`src/hw/rtl/dmpi_pkg.sv`:
```
package dmpi_pkg;

   // Field widths fixed by the interface
   localparam int SPEED_W = 16;
   localparam int REF_W   = 16;
   localparam int ERR_W   = 17;
   localparam int GAIN_W  = 16;
   localparam int MAG_W   = 15;
   localparam int HALF_W  = 9;
   localparam int TICK_W  = 10;
   localparam int CSR_W   = 16;
   localparam int CSR_IDX_W = 2;

   // Product of an unsigned gain and a signed error
   localparam int PROD_W = GAIN_W + ERR_W + 1;

   // Register reset values
   localparam logic [MAG_W-1:0]  MAG_RESET  = '0;
   localparam logic [GAIN_W-1:0] GAIN_RESET = GAIN_W'(256);
   localparam logic [HALF_W-1:0] HALF_RESET = HALF_W'(300);

   // Configuration register map
   typedef enum logic [CSR_IDX_W-1:0] {
      CSR_REF_MAG     = 2'd0,
      CSR_GAIN_NOW    = 2'd1,
      CSR_GAIN_PREV   = 2'd2,
      CSR_HALF_PERIOD = 2'd3
   } csr_index_type;

endpackage

```
`src/hw/rtl/dmpi_chan.sv`:
```
module dmpi_chan
   import dmpi_pkg::*;
#(
   parameter int FRAC_BITS   = 8,
   parameter int DRIVE_WIDTH = 24
) (
   input  logic signed [REF_W-1:0]       reference,
   input  logic signed [SPEED_W-1:0]     speed,
   input  logic signed [ERR_W-1:0]       prev_error,
   input  logic signed [DRIVE_WIDTH-1:0] prev_drive,
   input  logic        [GAIN_W-1:0]      gain_now,
   input  logic        [GAIN_W-1:0]      gain_prev,
   output logic signed [ERR_W-1:0]       error,
   output logic signed [DRIVE_WIDTH-1:0] drive
);

   localparam int BASE_W = (DRIVE_WIDTH + FRAC_BITS > PROD_W) ?
                           (DRIVE_WIDTH + FRAC_BITS) : PROD_W;
   localparam int ACC_W  = BASE_W + 2;

   localparam logic signed [ACC_W-1:0] ROUND   = ACC_W'(2 ** (FRAC_BITS - 1));
   localparam logic signed [ACC_W-1:0] DRV_MAX =
      {{(ACC_W - DRIVE_WIDTH + 1){1'b0}}, {(DRIVE_WIDTH - 1){1'b1}}};
   localparam logic signed [ACC_W-1:0] DRV_MIN = ~DRV_MAX;

   logic signed [GAIN_W:0]      gain_now_s;
   logic signed [GAIN_W:0]      gain_prev_s;
   logic signed [PROD_W-1:0]    prod_now;
   logic signed [PROD_W-1:0]    prod_prev;
   logic signed [ACC_W-1:0]     acc;
   logic signed [ACC_W-1:0]     scaled;

   // Error against the reference, one bit wider than the operands
   assign error = ERR_W'(reference) - ERR_W'(speed);

   // Incremental PI law with round-half-up before the shift
   always_comb begin
      gain_now_s  = {1'b0, gain_now};
      gain_prev_s = {1'b0, gain_prev};
      prod_now    = PROD_W'(gain_now_s) * PROD_W'(error);
      prod_prev   = PROD_W'(gain_prev_s) * PROD_W'(prev_error);
      acc         = (ACC_W'(prev_drive) <<< FRAC_BITS) + ACC_W'(prod_now)
                    - ACC_W'(prod_prev) + ROUND;
      scaled      = acc >>> FRAC_BITS;
      // Clamp to the drive range
      if (scaled > DRV_MAX) begin
         drive = DRV_MAX[DRIVE_WIDTH-1:0];
      end else if (scaled < DRV_MIN) begin
         drive = DRV_MIN[DRIVE_WIDTH-1:0];
      end else begin
         drive = scaled[DRIVE_WIDTH-1:0];
      end
   end

endmodule

```
`src/hw/rtl/dual_motor_pi_speed_loop.sv`:
```
// Dual-motor incremental PI speed loop with square-wave reference.
// An accepted request waits in the input register; one combinational pass
// of both PI channels, which closes the drive recurrence, feeds the result
// register. Throughput: one request per cycle while rsp_stall is low.
// Reset (synchronous): pipeline empty, phase and stored errors/drives zero,
// registers at ref_magnitude 0, gains 256, half_period 300.
module dual_motor_pi_speed_loop
   import dmpi_pkg::*;
#(
   parameter int FRAC_BITS   = 8,
   parameter int DRIVE_WIDTH = 24
) (
   input  logic                          clock,
   input  logic                          reset,
   // configuration
   input  logic                          csr_valid,
   output logic                          csr_ready,
   input  logic [CSR_IDX_W-1:0]          csr_index,
   input  logic [CSR_W-1:0]              csr_data,
   // requests
   input  logic                          req_valid,
   output logic                          req_stall,
   input  logic signed [SPEED_W-1:0]     req_speed_a,
   input  logic signed [SPEED_W-1:0]     req_speed_b,
   input  logic                          req_enable,
   // results
   output logic                          rsp_valid,
   input  logic                          rsp_stall,
   output logic signed [REF_W-1:0]       rsp_reference,
   output logic signed [ERR_W-1:0]       rsp_error_a,
   output logic signed [ERR_W-1:0]       rsp_error_b,
   output logic signed [DRIVE_WIDTH-1:0] rsp_drive_a,
   output logic signed [DRIVE_WIDTH-1:0] rsp_drive_b
);

   // configuration registers
   logic [MAG_W-1:0]  ref_mag_ff;
   logic [GAIN_W-1:0] gain_now_ff;
   logic [GAIN_W-1:0] gain_prev_ff;
   logic [HALF_W-1:0] half_period_ff;

   // input register
   logic                      in_valid_ff;
   logic signed [SPEED_W-1:0] speed_a_ff;
   logic signed [SPEED_W-1:0] speed_b_ff;
   logic                      enable_ff;

   // loop state
   logic [TICK_W-1:0]             tick_ff;
   logic [TICK_W-1:0]             tick_in;
   logic                          last_enable_ff;
   logic signed [ERR_W-1:0]       prev_err_a_ff;
   logic signed [ERR_W-1:0]       prev_err_b_ff;
   logic signed [DRIVE_WIDTH-1:0] prev_drv_a_ff;
   logic signed [DRIVE_WIDTH-1:0] prev_drv_b_ff;

   // result register
   logic                          rsp_valid_ff;
   logic                          rsp_valid_in;
   logic signed [REF_W-1:0]       ref_ff;
   logic signed [ERR_W-1:0]       err_a_ff;
   logic signed [ERR_W-1:0]       err_b_ff;
   logic signed [DRIVE_WIDTH-1:0] drv_a_ff;
   logic signed [DRIVE_WIDTH-1:0] drv_b_ff;

   logic                          advance;
   logic                          req_take;
   logic [TICK_W:0]               tick_inc;
   logic [TICK_W:0]               period;
   logic signed [REF_W-1:0]       ref_in;
   logic signed [ERR_W-1:0]       pe_a;
   logic signed [ERR_W-1:0]       pe_b;
   logic signed [DRIVE_WIDTH-1:0] pd_a;
   logic signed [DRIVE_WIDTH-1:0] pd_b;
   logic signed [ERR_W-1:0]       err_a;
   logic signed [ERR_W-1:0]       err_b;
   logic signed [DRIVE_WIDTH-1:0] drv_a;
   logic signed [DRIVE_WIDTH-1:0] drv_b;

   // handshake: move the held request on when the result slot frees
   assign csr_ready = 1'b1;
   assign advance   = in_valid_ff && (!rsp_valid_ff || !rsp_stall);
   assign req_stall = in_valid_ff && !advance;
   assign req_take  = req_valid && !req_stall;
   assign rsp_valid_in = advance || (rsp_valid_ff && rsp_stall);

   // configuration writes
   always_ff @(posedge clock) begin
      if (reset) begin
         ref_mag_ff     <= MAG_RESET;
         gain_now_ff    <= GAIN_RESET;
         gain_prev_ff   <= GAIN_RESET;
         half_period_ff <= HALF_RESET;
      end else if (csr_valid && csr_ready) begin
         case (csr_index_type'(csr_index))
            CSR_REF_MAG:     ref_mag_ff     <= csr_data[MAG_W-1:0];
            CSR_GAIN_NOW:    gain_now_ff    <= csr_data[GAIN_W-1:0];
            CSR_GAIN_PREV:   gain_prev_ff   <= csr_data[GAIN_W-1:0];
            CSR_HALF_PERIOD: half_period_ff <= csr_data[HALF_W-1:0];
            default: ;
         endcase
      end
   end

   // capture the request
   always_ff @(posedge clock) begin
      if (reset) begin
         in_valid_ff <= 1'b0;
      end else if (req_take) begin
         in_valid_ff <= 1'b1;
      end else if (advance) begin
         in_valid_ff <= 1'b0;
      end
   end

   always_ff @(posedge clock) begin
      if (req_take) begin
         speed_a_ff <= req_speed_a;
         speed_b_ff <= req_speed_b;
         enable_ff  <= req_enable;
      end
   end

   // advance the phase while enabled, wrapping at twice the half period
   always_comb begin
      tick_inc = {1'b0, tick_ff} + (TICK_W + 1)'(1);
      period   = {1'b0, half_period_ff, 1'b0};
      if (!enable_ff) begin
         tick_in = tick_ff;
      end else if (tick_inc >= period) begin
         tick_in = '0;
      end else begin
         tick_in = tick_inc[TICK_W-1:0];
      end
      if (tick_in < TICK_W'(half_period_ff)) begin
         ref_in = REF_W'({1'b0, ref_mag_ff});
      end else begin
         ref_in = REF_W'(0) - REF_W'({1'b0, ref_mag_ff});
      end
      // drop stored history on a fresh enable
      pe_a = last_enable_ff ? prev_err_a_ff : '0;
      pe_b = last_enable_ff ? prev_err_b_ff : '0;
      pd_a = last_enable_ff ? prev_drv_a_ff : '0;
      pd_b = last_enable_ff ? prev_drv_b_ff : '0;
   end

   dmpi_chan #(
      .FRAC_BITS   (FRAC_BITS),
      .DRIVE_WIDTH (DRIVE_WIDTH)
   ) u_chan_a (
      .reference  (ref_in),
      .speed      (speed_a_ff),
      .prev_error (pe_a),
      .prev_drive (pd_a),
      .gain_now   (gain_now_ff),
      .gain_prev  (gain_prev_ff),
      .error      (err_a),
      .drive      (drv_a)
   );

   dmpi_chan #(
      .FRAC_BITS   (FRAC_BITS),
      .DRIVE_WIDTH (DRIVE_WIDTH)
   ) u_chan_b (
      .reference  (ref_in),
      .speed      (speed_b_ff),
      .prev_error (pe_b),
      .prev_drive (pd_b),
      .gain_now   (gain_now_ff),
      .gain_prev  (gain_prev_ff),
      .error      (err_b),
      .drive      (drv_b)
   );

   // update state per completed request; phase/history only while enabled
   always_ff @(posedge clock) begin
      if (reset) begin
         tick_ff        <= '0;
         last_enable_ff <= 1'b0;
         prev_err_a_ff  <= '0;
         prev_err_b_ff  <= '0;
         prev_drv_a_ff  <= '0;
         prev_drv_b_ff  <= '0;
      end else if (advance) begin
         last_enable_ff <= enable_ff;
         if (enable_ff) begin
            tick_ff       <= tick_in;
            prev_err_a_ff <= err_a;
            prev_err_b_ff <= err_b;
            prev_drv_a_ff <= drv_a;
            prev_drv_b_ff <= drv_b;
         end
      end
   end

   // result register
   always_ff @(posedge clock) begin
      if (reset) begin
         rsp_valid_ff <= 1'b0;
      end else begin
         rsp_valid_ff <= rsp_valid_in;
      end
   end

   always_ff @(posedge clock) begin
      if (advance) begin
         ref_ff   <= ref_in;
         err_a_ff <= enable_ff ? err_a : '0;
         err_b_ff <= enable_ff ? err_b : '0;
         drv_a_ff <= enable_ff ? drv_a : '0;
         drv_b_ff <= enable_ff ? drv_b : '0;
      end
   end

   assign rsp_valid     = rsp_valid_ff;
   assign rsp_reference = ref_ff;
   assign rsp_error_a   = err_a_ff;
   assign rsp_error_b   = err_b_ff;
   assign rsp_drive_a   = drv_a_ff;
   assign rsp_drive_b   = drv_b_ff;

endmodule
```
`config.mk`:
```
export PLATFORM = sky130hd
export DESIGN_NAME = dual_motor_pi_speed_loop
export DESIGN_NICKNAME = d
export VERILOG_FILES = /design/src/hw/rtl/dmpi_pkg.sv /design/src/hw/rtl/dmpi_chan.sv /design/src/hw/rtl/dual_motor_pi_speed_loop.sv
export SDC_FILE = /design/constraint.sdc
export NUM_CORES = 2
export LEC_CHECK = 0
export ABC_AREA = 1
export CAP_MARGIN = 20
export CORE_ASPECT_RATIO = 0.6
export CORE_MARGIN = 3
export CORE_UTILIZATION = 46
export DETAILED_ROUTE_END_ITERATION = 8
export DONT_BUFFER_PORTS = 1
export HOLD_SLACK_MARGIN = 0.1
export PLACE_DENSITY_LB_ADDON = 0.15
export SLEW_MARGIN = 10
export SYNTH_ARGS = -nofsm -noshare
export SYNTH_HDL_FRONTEND = slang
export SYNTH_SLANG_ARGS = --single-unit
```
`constraint.sdc`:
```
create_clock -name clock -period 11.6 [get_ports clock]
set_input_delay 1.16 -clock clock [delete_from_list [all_inputs] [get_ports clock]]
set_output_delay 1.16 -clock clock [all_outputs]
set_load 0.02 [all_outputs]
```
==> flow_summary.ini <==
[run_status]
status = complete, but fails checks
violations = negative setup slack

[global_route]
gr-total-overflow = 0
track_usage = 0.320
grt_max_degree = 175
grt_pass1_wl_um = 281000
grt_pass1_vias = 43000
antenna_found_initial = 12

[logic_synthesis]
async_flop_share = 0
syn_inst = 6268
avgSynthCellArea_sq_um = 8.42
synthFlopType = dfxtp_1
ys_ff_latch = 282
synthAdderAreaFrac = 0.518
ys_warn_count = 0
synthSimpleGateAreaFrac = 0.150
synthXorXnorAreaFrac = 0.0113
synthMuxAreaShare = 0
synth_nets = 7859
synth_area_sq_mm = 0.0528
synth-edff-count = 131
synth_compound_area_frac = 0.0532
synth_top_family_by_area = adder cells
ys_types = 52
yosysSeqAreaShare = 0.132

[worst_hold_path]
min-delay-start = ref_mag_ff[0]
min_path_type = flop to flop

[timing]
setup_ws_ns = -0.297
final_max_slew_viol_count = 0
fin_skew_ns = 0.0360
finalHoldViolCount = 0
setup_viol = 81
fin_hold_ws_ns = 0.447
slew_headroom = 0.250
finalCriticalPeriod_ns = 11.90
period_share = 1.03
fmax_mhz = 84.1
rsz0062_at_grt = yes
worstMarginPinSlew_ns = 1.12

[clock_tree]
clk_pin_slew_ns = 0.06
clock_path_buffers = 3
cts.htree.levels = 2
clock-sinks = 282
cts_tree = built
cts_buffers = 35
cts_root_buffer = clkbuf_16
clock_latency_ns = 0.61

[die]
dieWidth_um = 443
core_sq_mm = 0.113
io_pins = 157
initial_core_util = 0.467
core.rowCount = 95
dieArea_sq_mm = 0.119
die_y_um = 268

[worst_setup_path]
cp-startpoint = tick_ff[0]
cp_data_required_time_ns = 11.91
startpoint_type = flop
arrival_ns = 12.21
path_class = flop to flop
r2r_start = tick_ff[0]
endpoint_kind = flop
critPathMaxStageDelay_ns = 0.66
critPathSlowestCell = fa_1
critPathMaxFanout = 7

[place]
finalWeightedCongestion = 0.974
hpwlAfterDp_um = 152000
port_buffers = 0
dp_slack_ns = -0.839
dpl.cell_count = 8019

[routing]
dr_total_vias = 43100
drt_iter0_drc = 4291
drcViolationCount = 0
via_per_inst = 5.24
wl_um = 189000
firstDrtPassIters = 6
drt.antenna.violating_nets = 0
wl_per_cell_um = 23.1

[finish]
area_delta_synth_final_pct = 18.5
drive_above_1_share = 0.172
final_cells = 8211
layout.nets = 8250

[flow_run]
maxCapViolCount = 0
-- kinds of logic (layout without fill, tap and decap cells) --
group / count (synthesis) / after routing
simple gates: 1996 / 1997
buf+inv: 1886 / 2302
fa+ha+maj: 1535 / 1535
compound gates: 500 / 500
flops: 282 / 282
xor+xnor: 68 / 68
other cells: 1 / 24
-- sequential cells by signal, indices dropped and copies added, names as in the netlist, 9 cells and up --
name,cells
gain_prev_ff,16
prev_drv_a_ff,24
speed_b_ff,16
ref_mag_ff,15
rsp_reference,16
gain_now_ff,16
rsp_drive_b,24
prev_err_b_ff,17
rsp_error_a,17
prev_err_a_ff,17
rsp_drive_a,24
tick_ff,10
rsp_error_b,17
half_period_ff,9
speed_a_ff,16
prev_drv_b_ff,24
-- metrics by stage --
| step | setup TNS (ns) | utilization | instance area (sq um) |
|---|---|---|---|
| detailed placement | -60.09 | 0.511 | 57700 |
| global placement | -62.96 | 0.511 | 57700 |
| floorplan | 0 | - | 52800 |
| finish | -11.99 | 0.554 | 62500 |
| global route | -54.95 | 0.553 | 62500 |
| CTS | -1.94 | 0.529 | 59700 |
-- Yosys cell counts, types with 12 or more instances --
| master | number | area share |
|---|---|---|
| inv_1 | 1619 | 0.12 |
| fa_1 | 1082 | 0.41 |
| nand2_1 | 1060 | 0.075 |
| nor2_1 | 724 | 0.052 |
| ha_1 | 453 | 0.11 |
| a21oi_1 | 245 | 0.023 |
| clkbuf_1 | 195 | 0.014 |
| dfxtp_1 | 151 | 0.057 |
| o21ai_0 | 138 | 0.013 |
| edfxtp_1 | 131 | 0.075 |
| nand3_1 | 128 | 0.012 |
| o21a_1 | 51 | 0.0073 |
| xor2_1 | 50 | 0.0083 |
| clkinv_1 | 21 | 0.0015 |
| o211ai_1 | 19 | 0.0027 |
| or2_2 | 19 | 0.0023 |
| xnor2_1 | 18 | 0.0030 |
| nor3_1 | 16 | 0.0015 |
| buf_1 | 14 | 0.0010 |
| buf_2 | 13 | 0.0012 |
| nand2_2 | 13 | 0.0015 |
| buf_4 | 12 | 0.0017 |
-- critical path, delay by kind of cell (launching register included) --
kind                     cells  cell delay, ns
adder cells (fa/ha/maj)     12            5.43
AND/OR/NAND/NOR             28            2.85
buffers and inverters       17            1.59
AO/OA/AOI/OAI                7            1.16
flip-flops                   1            0.36
XOR/XNOR                     1            0.17
-- final timing paths --
path / end / slack [ns] / cells past startpoint
max reg2reg: rsp_drive_a[16] / -0.30 / 65
max: rsp_drive_a[16] / -0.30 / 65
min: rsp_reference[0] / 0.45 / 0
min reg2reg: rsp_reference[0] / 0.45 / 0
-- repair_timing --
item	4_1_cts	5_1_grt
setup buffers	27	66
hold buffers	0	0
resized for setup	152	498
pin swaps	51	137
gates cloned	3	14
setup endpoints to repair	96	96
-- cell usage in the layout (no fill, tap or decap), drive strengths merged, types with 4 or more instances in the layout --
cell type,Yosys,layout
buf,44,583
nand2,1074,1075
fa,1082,1082
a31oi,7,7
nand3b,6,6
nor2,727,727
edfxtp,131,131
xnor2,18,18
o211ai,19,19
or2,19,19
nor4,10,10
dfxtp,151,151
o21a,51,51
nand3,133,133
diode,0,23
a21oi,245,245
a21o,10,10
inv,1626,1628
ha,453,453
o21ai,148,148
clkbuf,195,55
nor3,18,18
o21bai,7,7
nand4,4,4
clkinv,21,33
xor2,50,50
-- routing by layer --
layer | wire (um) | vias to the layer above | track usage
met2 | 66700 | 2308 | 0.388
met3 | 30000 | 175 | 0.154
met5 | 187 | - | 0.0120
met1 | 89400 | 21400 | 0.505
met4 | 3160 | 16 | 0.0514
li1 | - | 19200 | -
-- final cells by class --
| class | count | area (sq um) |
|---|---|---|
| Tap cell | 1503 | 1880 |
| Antenna cell | 23 | 57.6 |
| Multi-Input combinational cell | 4101 | 41000 |
| Clock buffer | 46 | 990 |
| Clock inverter | 17 | 160 |
| Fill cell | 10400 | 50400 |
| Inverter | 1647 | 6220 |
| Sequential cell | 282 | 6970 |
| Timing Repair Buffer | 592 | 5270 |
Power is not shown: default switching activity piles up to over one toggle a cycle in this logic, so the estimate is an artifact.
